[config.mk]
export PLATFORM = sky130hd
export DESIGN_NAME = pid_speed_controller
export DESIGN_NICKNAME = d
export VERILOG_FILES = /design/src/pidsc_pkg.sv /design/src/pidsc_cfg.sv /design/src/pidsc_mac.sv /design/src/pid_speed_controller.sv
export SDC_FILE = /design/constraint.sdc
export NUM_CORES = 2
export LEC_CHECK = 0
export CAP_MARGIN = 20
export CORE_ASPECT_RATIO = 0.8
export CORE_MARGIN = 2
export CORE_UTILIZATION = 45
export DETAILED_ROUTE_END_ITERATION = 10
export DONT_BUFFER_PORTS = 1
export GPL_ROUTABILITY_DRIVEN = 0
export HOLD_SLACK_MARGIN = 0.02
export MAX_ROUTING_LAYER = met4
export PLACE_DENSITY_LB_ADDON = 0.15
export REMOVE_ABC_BUFFERS = 1
export SYNTH_ARGS = -nofsm -noshare
export SYNTH_HDL_FRONTEND = slang
export SYNTH_SLANG_ARGS = --single-unit
[constraint.sdc]
create_clock -name clk -period 8 [get_ports clk]
set_clock_uncertainty 0.1 [all_clocks]
set_input_delay 0.8 -clock clk [delete_from_list [all_inputs] [get_ports clk]]
set_output_delay 0.8 -clock clk [all_outputs]
set_load 0.02 [all_outputs]
[src/pidsc_pkg.sv]
// Shared types and constants for the PID speed controller.
package pidsc_pkg;

    // Field widths
    localparam int SPEED_W     = 24;
    localparam int GAIN_W      = 24;
    localparam int LIMIT_W     = 23;
    localparam int COEFF_W     = 16;
    localparam int CMD_W       = 2;
    localparam int CH_FIELD_W  = 2;
    localparam int CFG_INDEX_W = 3;
    localparam int CFG_DATA_W  = 24;

    // Internal widths
    localparam int ERR_W       = SPEED_W + 1;
    localparam int ISUM_W      = SPEED_W + 2;
    localparam int DERIV_W     = 32;
    localparam int WIDE_W      = 48;
    localparam int MCAND_W     = DERIV_W + 2;
    localparam int ACC_W       = 58;
    localparam int FRAC_SHIFT  = 16;
    localparam int OUT_Q_W     = ACC_W - FRAC_SHIFT;
    localparam int CNT_W       = 5;

    localparam logic [CNT_W-1:0] GAIN_STEPS  = CNT_W'(GAIN_W);
    localparam logic [CNT_W-1:0] COEFF_STEPS = CNT_W'(COEFF_W);

    // Parameter defaults
    localparam int CHANNELS_DEF = 4;
    localparam int DT_SHIFT_DEF = 10;
    localparam int MAX_CH       = 2 ** CH_FIELD_W;

    // Configuration reset values
    localparam logic [LIMIT_W-1:0]        ILIMIT_RST = {LIMIT_W{1'b1}};
    localparam logic signed [SPEED_W-1:0] OUT_LO_RST = {1'b1, {(SPEED_W-1){1'b0}}};
    localparam logic signed [SPEED_W-1:0] OUT_HI_RST = {1'b0, {(SPEED_W-1){1'b1}}};

    typedef enum logic [CMD_W-1:0] {
        CMD_UPDATE     = 2'd0,
        CMD_SET_TARGET = 2'd1,
        CMD_ENABLE     = 2'd2,
        CMD_DISABLE    = 2'd3
    } cmd_t;

    typedef enum logic [CFG_INDEX_W-1:0] {
        CFG_KP     = 3'd0,
        CFG_KI     = 3'd1,
        CFG_KD     = 3'd2,
        CFG_FF     = 3'd3,
        CFG_ILIMIT = 3'd4,
        CFG_DCOEFF = 3'd5,
        CFG_OUT_LO = 3'd6,
        CFG_OUT_HI = 3'd7
    } cfg_sel_t;

    typedef struct packed {
        cmd_t                        command;
        logic [CH_FIELD_W-1:0]       channel;
        logic signed [SPEED_W-1:0]   speed_value;
    } in_item_t;

    typedef struct packed {
        logic signed [SPEED_W-1:0]   drive_value;
        logic                        drive_valid;
    } out_item_t;

    typedef struct packed {
        logic signed [GAIN_W-1:0]    kp_gain;
        logic signed [GAIN_W-1:0]    ki_gain;
        logic signed [GAIN_W-1:0]    kd_gain;
        logic signed [GAIN_W-1:0]    ff_gain;
        logic [LIMIT_W-1:0]          integ_limit;
        logic [COEFF_W-1:0]          derivative_filter_coeff;
        logic signed [SPEED_W-1:0]   output_low_bound;
        logic signed [SPEED_W-1:0]   output_high_bound;
    } cfg_t;

    // Serial MAC control and status
    typedef struct packed {
        logic                        start;
        logic                        keep;
        logic                        sub_msb;
        logic [CNT_W-1:0]            nbits;
    } mac_ctl_t;

    typedef struct packed {
        logic                        busy;
        logic                        last;
    } mac_stat_t;

endpackage

[src/pidsc_cfg.sv]
// Configuration register file of the PID speed controller.
module pidsc_cfg (
    input  logic                                clk,
    input  logic                                rst_n,
    input  logic                                wr_en,
    input  logic [pidsc_pkg::CFG_INDEX_W-1:0]   wr_index,
    input  logic [pidsc_pkg::CFG_DATA_W-1:0]    wr_data,
    output pidsc_pkg::cfg_t                     cfg
);

    pidsc_pkg::cfg_t cfg_reg;
    pidsc_pkg::cfg_t cfg_next;

    always_comb
    begin
        cfg_next = cfg_reg;
        if (wr_en)
        begin
            case (wr_index)
                pidsc_pkg::CFG_KP:     cfg_next.kp_gain = wr_data;
                pidsc_pkg::CFG_KI:     cfg_next.ki_gain = wr_data;
                pidsc_pkg::CFG_KD:     cfg_next.kd_gain = wr_data;
                pidsc_pkg::CFG_FF:     cfg_next.ff_gain = wr_data;
                pidsc_pkg::CFG_ILIMIT:
                    cfg_next.integ_limit = wr_data[pidsc_pkg::LIMIT_W-1:0];
                pidsc_pkg::CFG_DCOEFF:
                    cfg_next.derivative_filter_coeff = wr_data[pidsc_pkg::COEFF_W-1:0];
                pidsc_pkg::CFG_OUT_LO: cfg_next.output_low_bound = wr_data;
                pidsc_pkg::CFG_OUT_HI: cfg_next.output_high_bound = wr_data;
                default:               cfg_next = cfg_reg;
            endcase
        end
    end

    always_ff @(posedge clk or negedge rst_n)
    begin
        if (!rst_n)
        begin
            cfg_reg                         <= '0;
            cfg_reg.integ_limit             <= pidsc_pkg::ILIMIT_RST;
            cfg_reg.output_low_bound        <= pidsc_pkg::OUT_LO_RST;
            cfg_reg.output_high_bound       <= pidsc_pkg::OUT_HI_RST;
        end
        else
        begin
            cfg_reg <= cfg_next;
        end
    end

    assign cfg = cfg_reg;

endmodule

[src/pidsc_mac.sv]
// Bit-serial multiply-accumulate unit: one multiplier bit per cycle.
module pidsc_mac (
    input  logic                                    clk,
    input  logic                                    rst_n,
    input  pidsc_pkg::mac_ctl_t                     ctl,
    input  logic signed [pidsc_pkg::MCAND_W-1:0]    mcand,
    input  logic [pidsc_pkg::GAIN_W-1:0]            mult,
    input  logic signed [pidsc_pkg::ACC_W-1:0]      init,
    output pidsc_pkg::mac_stat_t                    stat,
    output logic signed [pidsc_pkg::ACC_W-1:0]      acc
);

    logic signed [pidsc_pkg::ACC_W-1:0]  acc_reg, acc_next;
    logic signed [pidsc_pkg::ACC_W-1:0]  mcand_reg, mcand_next;
    logic [pidsc_pkg::GAIN_W-1:0]        mult_reg, mult_next;
    logic [pidsc_pkg::CNT_W-1:0]         cnt_reg, cnt_next;
    logic                                busy_reg, busy_next;
    logic                                sub_reg, sub_next;
    logic                                last;
    logic signed [pidsc_pkg::ACC_W-1:0]  addend;

    assign last   = busy_reg && (cnt_reg == '0);
    assign addend = mult_reg[0] ? mcand_reg : '0;

    always_comb
    begin
        acc_next   = acc_reg;
        mcand_next = mcand_reg;
        mult_next  = mult_reg;
        cnt_next   = cnt_reg;
        busy_next  = busy_reg;
        sub_next   = sub_reg;
        if (ctl.start)
        begin
            acc_next   = ctl.keep ? acc_reg : init;
            mcand_next = pidsc_pkg::ACC_W'(mcand);
            mult_next  = mult;
            cnt_next   = ctl.nbits - 1'b1;
            busy_next  = 1'b1;
            sub_next   = ctl.sub_msb;
        end
        else if (busy_reg)
        begin
            // the sign bit of a two's complement multiplier weighs negative
            acc_next   = (last && sub_reg) ? acc_reg - addend : acc_reg + addend;
            mcand_next = mcand_reg <<< 1;
            mult_next  = mult_reg >> 1;
            cnt_next   = cnt_reg - 1'b1;
            busy_next  = !last;
        end
    end

    always_ff @(posedge clk or negedge rst_n)
    begin
        if (!rst_n)
        begin
            busy_reg <= 1'b0;
            cnt_reg  <= '0;
        end
        else
        begin
            busy_reg <= busy_next;
            cnt_reg  <= cnt_next;
        end
    end

    always_ff @(posedge clk)
    begin
        acc_reg   <= acc_next;
        mcand_reg <= mcand_next;
        mult_reg  <= mult_next;
        sub_reg   <= sub_next;
    end

    assign stat.busy = busy_reg;
    assign stat.last = last;
    assign acc       = acc_reg;

endmodule

[src/pid_speed_controller.sv]
// Top level of the multi-channel PID speed controller.
//
//   channel  | direction | handshake           | payload
//   ---------+-----------+---------------------+-----------------------------
//   in       | input     | in_valid / in_stall | in_data   (command, channel,
//            |           |                     |            speed_value)
//   out      | output    | out_valid/out_stall | out_data  (drive_value,
//            |           |                     |            drive_valid)
//   cfg      | input     | cfg_valid/cfg_ready | cfg_index, cfg_data
//
// An update on an enabled channel runs the serial MAC for four 24-step gain
// products, plus one 16-step filter product when the derivative filter is on.
// Any other item goes straight to the output. One item is worked on at a time.
// rst_n clears all channel history, disables all loops and loads the
// register defaults. A stalled output holds its result while the next item
// is taken in; the block waits before its own result only if that is still held.
module pid_speed_controller #(
    parameter int CHANNELS = pidsc_pkg::CHANNELS_DEF,
    parameter int DT_SHIFT = pidsc_pkg::DT_SHIFT_DEF
) (
    input  logic                                clk,
    input  logic                                rst_n,
    input  logic                                in_valid,
    output logic                                in_stall,
    input  pidsc_pkg::in_item_t                 in_data,
    output logic                                out_valid,
    input  logic                                out_stall,
    output pidsc_pkg::out_item_t                out_data,
    input  logic                                cfg_valid,
    output logic                                cfg_ready,
    input  logic [pidsc_pkg::CFG_INDEX_W-1:0]   cfg_index,
    input  logic [pidsc_pkg::CFG_DATA_W-1:0]    cfg_data
);

    // Only channel codes below CHANNELS that the field can carry get storage.
    localparam int NUM_CH = (CHANNELS < pidsc_pkg::MAX_CH) ? CHANNELS : pidsc_pkg::MAX_CH;
    localparam int IDX_W  = (NUM_CH > 1) ? $clog2(NUM_CH) : 1;

    localparam int SPEED_W = pidsc_pkg::SPEED_W;
    localparam int ERR_W   = pidsc_pkg::ERR_W;
    localparam int ISUM_W  = pidsc_pkg::ISUM_W;
    localparam int DERIV_W = pidsc_pkg::DERIV_W;
    localparam int WIDE_W  = pidsc_pkg::WIDE_W;
    localparam int MCAND_W = pidsc_pkg::MCAND_W;
    localparam int ACC_W   = pidsc_pkg::ACC_W;
    localparam int FRAC    = pidsc_pkg::FRAC_SHIFT;
    localparam int OUT_Q_W = pidsc_pkg::OUT_Q_W;

    localparam logic signed [WIDE_W-1:0] RAW_MAX =
        {{(WIDE_W-DERIV_W+1){1'b0}}, {(DERIV_W-1){1'b1}}};
    localparam logic signed [WIDE_W-1:0] RAW_MIN =
        {{(WIDE_W-DERIV_W+1){1'b1}}, {(DERIV_W-1){1'b0}}};

    typedef enum logic [9:0] {
        ST_IDLE  = 10'b0000000001,
        ST_ERR   = 10'b0000000010,
        ST_TERMS = 10'b0000000100,
        ST_FLOAD = 10'b0000001000,
        ST_FILT  = 10'b0000010000,
        ST_DERIV = 10'b0000100000,
        ST_NEXT  = 10'b0001000000,
        ST_MAC   = 10'b0010000000,
        ST_OUT   = 10'b0100000000,
        ST_PUSH  = 10'b1000000000
    } state_t;

    // ------------------------------------------------------------------
    // Configuration registers
    // ------------------------------------------------------------------
    pidsc_pkg::cfg_t cfg_q;

    assign cfg_ready = 1'b1;

    pidsc_cfg u_cfg (
        .clk      (clk),
        .rst_n    (rst_n),
        .wr_en    (cfg_valid && cfg_ready),
        .wr_index (cfg_index),
        .wr_data  (cfg_data),
        .cfg      (cfg_q)
    );

    // ------------------------------------------------------------------
    // Control and per-item work registers
    // ------------------------------------------------------------------
    state_t                       state_reg, state_next;
    logic [IDX_W-1:0]             ch_reg, ch_next;
    logic signed [SPEED_W-1:0]    speed_reg, speed_next;
    logic signed [ERR_W-1:0]      err_reg, err_next;
    logic signed [SPEED_W-1:0]    inew_reg, inew_next;
    logic signed [DERIV_W-1:0]    raw_reg, raw_next;
    logic signed [DERIV_W-1:0]    deriv_reg, deriv_next;
    logic [1:0]                   term_reg, term_next;
    pidsc_pkg::out_item_t         result_reg, result_next;
    logic                         out_valid_reg, out_valid_next;
    pidsc_pkg::out_item_t         out_data_reg, out_data_next;

    // Per-channel history
    logic signed [SPEED_W-1:0]    target_reg [NUM_CH];
    logic signed [SPEED_W-1:0]    target_next [NUM_CH];
    logic signed [SPEED_W-1:0]    integ_reg [NUM_CH];
    logic signed [SPEED_W-1:0]    integ_next [NUM_CH];
    logic signed [ERR_W-1:0]      perr_reg [NUM_CH];
    logic signed [ERR_W-1:0]      perr_next [NUM_CH];
    logic signed [DERIV_W-1:0]    pderiv_reg [NUM_CH];
    logic signed [DERIV_W-1:0]    pderiv_next [NUM_CH];
    logic [NUM_CH-1:0]            enabled_reg, enabled_next;

    // ------------------------------------------------------------------
    // Serial MAC
    // ------------------------------------------------------------------
    pidsc_pkg::mac_ctl_t              mac_ctl;
    pidsc_pkg::mac_stat_t             mac_stat;
    logic signed [MCAND_W-1:0]        mac_mcand;
    logic [pidsc_pkg::GAIN_W-1:0]     mac_mult;
    logic signed [ACC_W-1:0]          mac_init;
    logic signed [ACC_W-1:0]          mac_acc;

    pidsc_mac u_mac (
        .clk   (clk),
        .rst_n (rst_n),
        .ctl   (mac_ctl),
        .mcand (mac_mcand),
        .mult  (mac_mult),
        .init  (mac_init),
        .stat  (mac_stat),
        .acc   (mac_acc)
    );

    // ------------------------------------------------------------------
    // Datapath of one update
    // ------------------------------------------------------------------
    logic                         ch_ok;
    logic [IDX_W-1:0]             in_idx;
    logic signed [SPEED_W-1:0]    cur_target;
    logic signed [SPEED_W-1:0]    cur_integ;
    logic signed [ERR_W-1:0]      cur_perr;
    logic signed [DERIV_W-1:0]    cur_pderiv;
    logic signed [ERR_W-1:0]      inc;
    logic signed [ISUM_W-1:0]     isum;
    logic signed [ISUM_W-1:0]     ilim;
    logic signed [SPEED_W-1:0]    integ_clamped;
    logic signed [ISUM_W-1:0]     err_delta;
    logic signed [WIDE_W-1:0]     raw_wide;
    logic signed [DERIV_W-1:0]    raw_sat;
    logic signed [MCAND_W-1:0]    filt_mcand;
    logic signed [ACC_W-1:0]      filt_init;
    logic signed [MCAND_W-1:0]    term_mcand;
    logic [pidsc_pkg::GAIN_W-1:0] term_mult;
    logic signed [OUT_Q_W-1:0]    sum_q;
    logic signed [OUT_Q_W-1:0]    hi_q;
    logic signed [OUT_Q_W-1:0]    lo_q;
    logic signed [SPEED_W-1:0]    drive;
    logic                         out_load;

    assign ch_ok  = (32'(in_data.channel) < NUM_CH);
    assign in_idx = in_data.channel[IDX_W-1:0];

    assign cur_target = target_reg[ch_reg];
    assign cur_integ  = integ_reg[ch_reg];
    assign cur_perr   = perr_reg[ch_reg];
    assign cur_pderiv = pderiv_reg[ch_reg];

    // integral: add the error scaled by the time step, clamp to the limit
    assign inc  = err_reg >>> DT_SHIFT;
    assign isum = ISUM_W'(cur_integ) + ISUM_W'(inc);
    assign ilim = ISUM_W'($signed({1'b0, cfg_q.integ_limit}));

    always_comb
    begin
        if (isum > ilim)
            integ_clamped = ilim[SPEED_W-1:0];
        else if (isum < -ilim)
            integ_clamped = -ilim[SPEED_W-1:0];
        else
            integ_clamped = isum[SPEED_W-1:0];
    end

    // raw derivative: error step over the time step, saturate to 32 bits
    assign err_delta = ISUM_W'(err_reg) - ISUM_W'(cur_perr);
    assign raw_wide  = WIDE_W'(err_delta) <<< DT_SHIFT;

    always_comb
    begin
        if (raw_wide > RAW_MAX)
            raw_sat = RAW_MAX[DERIV_W-1:0];
        else if (raw_wide < RAW_MIN)
            raw_sat = RAW_MIN[DERIV_W-1:0];
        else
            raw_sat = raw_wide[DERIV_W-1:0];
    end

    // filter as c*(raw - prev) + prev*2^16
    assign filt_mcand = MCAND_W'(raw_reg) - MCAND_W'(cur_pderiv);
    assign filt_init  = {{(ACC_W-DERIV_W-FRAC){cur_pderiv[DERIV_W-1]}},
                         cur_pderiv, {FRAC{1'b0}}};

    always_comb
    begin
        case (term_reg)
            2'd0:
            begin
                term_mcand = MCAND_W'(err_reg);
                term_mult  = cfg_q.kp_gain;
            end
            2'd1:
            begin
                term_mcand = MCAND_W'(inew_reg);
                term_mult  = cfg_q.ki_gain;
            end
            2'd2:
            begin
                term_mcand = MCAND_W'(deriv_reg);
                term_mult  = cfg_q.kd_gain;
            end
            default:
            begin
                term_mcand = MCAND_W'(cur_target);
                term_mult  = cfg_q.ff_gain;
            end
        endcase
    end

    // output: drop the gain fraction, then clamp (high bound wins if crossed)
    assign sum_q = $signed(mac_acc[ACC_W-1:FRAC]);
    assign hi_q  = OUT_Q_W'(cfg_q.output_high_bound);
    assign lo_q  = OUT_Q_W'(cfg_q.output_low_bound);

    always_comb
    begin
        if (sum_q > hi_q)
            drive = cfg_q.output_high_bound;
        else if (sum_q < lo_q)
            drive = cfg_q.output_low_bound;
        else
            drive = sum_q[SPEED_W-1:0];
    end

    // ------------------------------------------------------------------
    // Sequencer
    // ------------------------------------------------------------------
    always_comb
    begin
        state_next   = state_reg;
        ch_next      = ch_reg;
        speed_next   = speed_reg;
        err_next     = err_reg;
        inew_next    = inew_reg;
        raw_next     = raw_reg;
        deriv_next   = deriv_reg;
        term_next    = term_reg;
        result_next  = result_reg;
        target_next  = target_reg;
        integ_next   = integ_reg;
        perr_next    = perr_reg;
        pderiv_next  = pderiv_reg;
        enabled_next = enabled_reg;
        mac_ctl      = '0;
        mac_mcand    = '0;
        mac_mult     = '0;
        mac_init     = '0;
        out_load     = 1'b0;

        case (state_reg)
            ST_IDLE:
            begin
                if (in_valid)
                begin
                    ch_next     = in_idx;
                    speed_next  = in_data.speed_value;
                    result_next = '0;
                    state_next  = ST_PUSH;
                    if (ch_ok)
                    begin
                        case (in_data.command)
                            pidsc_pkg::CMD_UPDATE:
                            begin
                                if (enabled_reg[in_idx])
                                    state_next = ST_ERR;
                            end
                            pidsc_pkg::CMD_SET_TARGET:
                                target_next[in_idx] = in_data.speed_value;
                            pidsc_pkg::CMD_ENABLE:
                            begin
                                enabled_next[in_idx] = 1'b1;
                                integ_next[in_idx]   = '0;
                                perr_next[in_idx]    = '0;
                                pderiv_next[in_idx]  = '0;
                            end
                            pidsc_pkg::CMD_DISABLE:
                                enabled_next[in_idx] = 1'b0;
                            default:
                                state_next = ST_PUSH;
                        endcase
                    end
                end
            end

            ST_ERR:
            begin
                err_next   = ERR_W'(cur_target) - ERR_W'(speed_reg);
                state_next = ST_TERMS;
            end

            ST_TERMS:
            begin
                inew_next = integ_clamped;
                raw_next  = raw_sat;
                term_next = '0;
                if (cfg_q.derivative_filter_coeff != '0)
                begin
                    state_next = ST_FLOAD;
                end
                else
                begin
                    deriv_next = raw_sat;
                    state_next = ST_NEXT;
                end
            end

            ST_FLOAD:
            begin
                mac_ctl.start   = 1'b1;
                mac_ctl.nbits   = pidsc_pkg::COEFF_STEPS;
                mac_mcand       = filt_mcand;
                mac_mult        = pidsc_pkg::GAIN_W'(cfg_q.derivative_filter_coeff);
                mac_init        = filt_init;
                state_next      = ST_FILT;
            end

            ST_FILT:
            begin
                if (mac_stat.last)
                    state_next = ST_DERIV;
            end

            ST_DERIV:
            begin
                deriv_next = mac_acc[FRAC +: DERIV_W];
                state_next = ST_NEXT;
            end

            ST_NEXT:
            begin
                mac_ctl.start   = 1'b1;
                mac_ctl.keep    = (term_reg != 2'd0);
                mac_ctl.sub_msb = 1'b1;
                mac_ctl.nbits   = pidsc_pkg::GAIN_STEPS;
                mac_mcand       = term_mcand;
                mac_mult        = term_mult;
                state_next      = ST_MAC;
            end

            ST_MAC:
            begin
                if (mac_stat.last)
                begin
                    if (term_reg == 2'd3)
                    begin
                        state_next = ST_OUT;
                    end
                    else
                    begin
                        term_next  = term_reg + 1'b1;
                        state_next = ST_NEXT;
                    end
                end
            end

            ST_OUT:
            begin
                result_next.drive_value = drive;
                result_next.drive_valid = 1'b1;
                integ_next[ch_reg]      = inew_reg;
                perr_next[ch_reg]       = err_reg;
                pderiv_next[ch_reg]     = deriv_reg;
                state_next              = ST_PUSH;
            end

            ST_PUSH:
            begin
                // hold until the output register is free or being drained
                if (!out_valid_reg || !out_stall)
                begin
                    out_load   = 1'b1;
                    state_next = ST_IDLE;
                end
            end

            default:
                state_next = ST_IDLE;
        endcase
    end

    assign in_stall = (state_reg != ST_IDLE);

    // ------------------------------------------------------------------
    // Output register
    // ------------------------------------------------------------------
    always_comb
    begin
        out_valid_next = out_valid_reg;
        out_data_next  = out_data_reg;
        if (out_load)
        begin
            out_valid_next = 1'b1;
            out_data_next  = result_reg;
        end
        else if (out_valid_reg && !out_stall)
        begin
            out_valid_next = 1'b0;
        end
    end

    assign out_valid = out_valid_reg;
    assign out_data  = out_data_reg;

    // ------------------------------------------------------------------
    // Registers
    // ------------------------------------------------------------------
    always_ff @(posedge clk or negedge rst_n)
    begin
        if (!rst_n)
        begin
            state_reg     <= ST_IDLE;
            out_valid_reg <= 1'b0;
            term_reg      <= '0;
            enabled_reg   <= '0;
            for (int i = 0; i < NUM_CH; i++)
            begin
                target_reg[i] <= '0;
                integ_reg[i]  <= '0;
                perr_reg[i]   <= '0;
                pderiv_reg[i] <= '0;
            end
        end
        else
        begin
            state_reg     <= state_next;
            out_valid_reg <= out_valid_next;
            term_reg      <= term_next;
            enabled_reg   <= enabled_next;
            target_reg    <= target_next;
            integ_reg     <= integ_next;
            perr_reg      <= perr_next;
            pderiv_reg    <= pderiv_next;
        end
    end

    always_ff @(posedge clk)
    begin
        ch_reg       <= ch_next;
        speed_reg    <= speed_next;
        err_reg      <= err_next;
        inew_reg     <= inew_next;
        raw_reg      <= raw_next;
        deriv_reg    <= deriv_next;
        result_reg   <= result_next;
        out_data_reg <= out_data_next;
    end

    // ------------------------------------------------------------------
    // Assertions
    // ------------------------------------------------------------------
    a_mac_idle: assert property (@(posedge clk) disable iff (!rst_n)
        state_reg == ST_IDLE |-> !mac_stat.busy)
        else $error("serial MAC still busy while waiting for a transfer");

    a_leave_idle: assert property (@(posedge clk) disable iff (!rst_n)
        in_valid && !in_stall |=> state_reg != ST_IDLE)
        else $error("accepted item did not start work");

    a_zero_result: assert property (@(posedge clk) disable iff (!rst_n)
        out_valid && !out_data.drive_valid |-> out_data.drive_value == '0)
        else $error("result without a run carries a nonzero drive");

    a_drive_bound: assert property (@(posedge clk) disable iff (!rst_n)
        out_valid && out_data.drive_valid |->
            (out_data.drive_value <= cfg_q.output_high_bound) ||
            (out_data.drive_value == cfg_q.output_low_bound))
        else $error("drive outside the output bounds");

endmodule

==> reports/metrics.cfg <==
[power]
comb_power_share_pct=17.9
power_leakage_nw=24.62
p_per_area_nw_per_um2=233.3
switchingPower_mw=3.808
pwr-share-clk_pct=37.5
peakVddDrop_uv=236.6
swShare_pct=28.13
seqPwrFrac_pct=44.6
p_int_mw=9.733

[setup_path]
cp_top_family=compound AO/OA/AOI/OAI gates
cp_common_cell=o21ai_0
required_ns=8.39
critPathSlowestCell=edfxtp_1
path_class=register to register
r2r_end=inew_reg[10]
crit_start=ch_reg[1]
ff2ff_path_depth=25
reg2reg_slack_ns=1.22
cp_num_cells=25
critical-path-max-stage-delay_ns=0.74
timing.rr.start=ch_reg[1]
start_kind=register
crit_fanout=35
arrival_ns=7.17
worstSetupEndpointType=register
timing.critical_path.buf_inv=2

[clock_network]
postCtsHoldBufs=27
cts_buffer_depth=3
cts_repair_resize_count=0
cts-htree-levels=3
clk_latency_ns=0.75
root_buffer=clkbuf_16
postCtsSetupBuffers=0
cts_buffers=101
cts_tree=done
cts.sinks=947
clk_pin_slew_ns=0.07

[yosys]
ys_ff_latch=947
syn_area_per_cell_sq_um=11.24
synthFlopType=dfrtp_1
ys_async_sr_fraction_pct=66.10
synth_seq_area_share_pct=48.48
netlist_area_sq_um=52320
synth_warnings=0
synth_edf_count=321
synth_cell_types=85
syn_inst=4654

[cells_and_area]
post-route-util_pct=50.48
most-common-layout-cells=dfrtp_1 (578), nand2_1 (434), a22o_1 (330), edfxtp_1 (321), ha_1 (293)
area_growth_pct=10.95
layout_commonest_cell=dfrtp_1
nets=4972
drive_gt1_share_pct=15.35
largest_register_ffs=183

[detailed_routing]
vias=38940
drt-initial-drc-count=4243
vias_per_cell=6.247
routedWlPerCell_um=25.91
drt_first_pass_iters=9
drc=0
ant_nets=0
routed_wl_um=161500

[floorplan]
core-area_sq_um=115000
dieArea_sq_um=119000
die_w_um=385.2
die_h_um=309.0
io_pins=88
rows=111
start_util_pct=45.50

[timing]
rsz0062_at_grt=no
fmax_mhz=147.6
worst_pin_slew_ns=1.113
finalHoldViolCount=0
finalMaxSlewViolations=0
setup_viol=0
fin_crit_sh_pct=84.71
setup-tns-final_ns=0
slew_headroom_pct=25.48
fin_crit_ns=6.777

[grt]
antenna_found_initial=9
use_met2_pct=38.25
grt_max_degree=627
grt_usage_pct=27.89
grt_pass1_wl_um=244600
gr-usage-met1_pct=41.85
busiest_layer=met1
grt_remaining_overflow=0
first_global_vias=37370
use_met3_pct=5.446

[hold_path]
hold_depth=2
hp-class=input port to register
min_to=u_cfg.cfg[76]
hold_start=cfg_data[12]

[placed_design]
place_hpwl_um=111000
port_buffers=0

[outcome]
status=finished, final reports clean

[flow_run]
maxCapViolations=0

-- cells in the mapped netlist, drive strengths merged, types with 61 or more instances --
cell | count | area (sq um)
edfxtp | 321 | 9639
mux2 | 263 | 2962
clkbuf | 221 | 829.6
mux4 | 106 | 2387
nor2 | 199 | 747.0
nand2 | 434 | 1629
dfrtp | 578 | 14460
a22o | 330 | 2890
a22oi | 75 | 563.0
o21ai | 268 | 1341
xor2 | 72 | 630.6
nor3 | 61 | 332.8
a21oi | 235 | 1176
ha | 297 | 3716
nand3 | 61 | 305.3
inv | 217 | 814.5
a21o | 100 | 750.7
xnor2 | 118 | 1033
-- worst max path at each step --
| stage | endpoint | slack [ns] |
|---|---|---|
| floorplan | integ_reg[24] | -4.78 |
| global placement | inew_reg[10] | 1.35 |
| detailed placement | inew_reg[10] | 1.38 |
| global route | inew_reg[10] | 0.80 |
| CTS | inew_reg[10] | 1.31 |
| finish | inew_reg[10] | 1.22 |
-- power by group through the flow --
stage	logic, mW	registers (mW)	clock network (mW)
floorplan	1.69	6.06	0
global placement	2.27	6.10	0
detailed placement	2.32	6.12	0
CTS	2.34	6.03	5.18
global route	2.69	6.10	5.37
finish	2.42	6.03	5.08
-- logic make-up (layout without fill, tap and decap cells) --
logic type      count (synthesis)  after routing  share of synthesized area, %
buf+inv                       472            516                         3.434
mux                           382            382                         10.47
other cells                     1             11                      0.007168
fa+ha+maj                     303            303                         7.316
xor+xnor                      190            190                         3.181
compound gates               1331           1331                         17.84
simple gates                 1028           1028                         9.265
flops                         947            947                         48.48
-- stage by stage --
stage / std cells / total power [mW] / hold WS (ns) / setup slack [ns] / cell area, sq um
floorplan: 4402 / 7.750 / 0.3003 / -4.780 / 51350
global placement: 5998 / 8.376 / 0.3046 / 1.353 / 53990
detailed placement: 5998 / 8.436 / 0.3045 / 1.377 / 53990
CTS: 6216 / 13.55 / -0.3145 / 1.309 / 57870
global route: 6232 / 14.15 / 0.05749 / 0.7983 / 58050
finish: 6233 / 13.54 / 0.07857 / 1.223 / 58050
-- layout make-up --
class | count | area [sq um]
antenna | 10 | 25.02
clock buffer | 139 | 2934
clock inverter | 52 | 680.7
fill | 10220 | 56950
inverter | 220 | 827.0
multi-input combinational | 3235 | 25340
sequential | 947 | 25360
tap | 1525 | 1908
timing repair buffer | 105 | 968.4
-- routing by layer --
layer	routed length [um]	part of all wire, %
met3	13190	8.2
met4	4121	2.6
met1	76480	47
met5	0	0
met2	67680	42
Note: power is estimated with default switching activity, not from simulation.
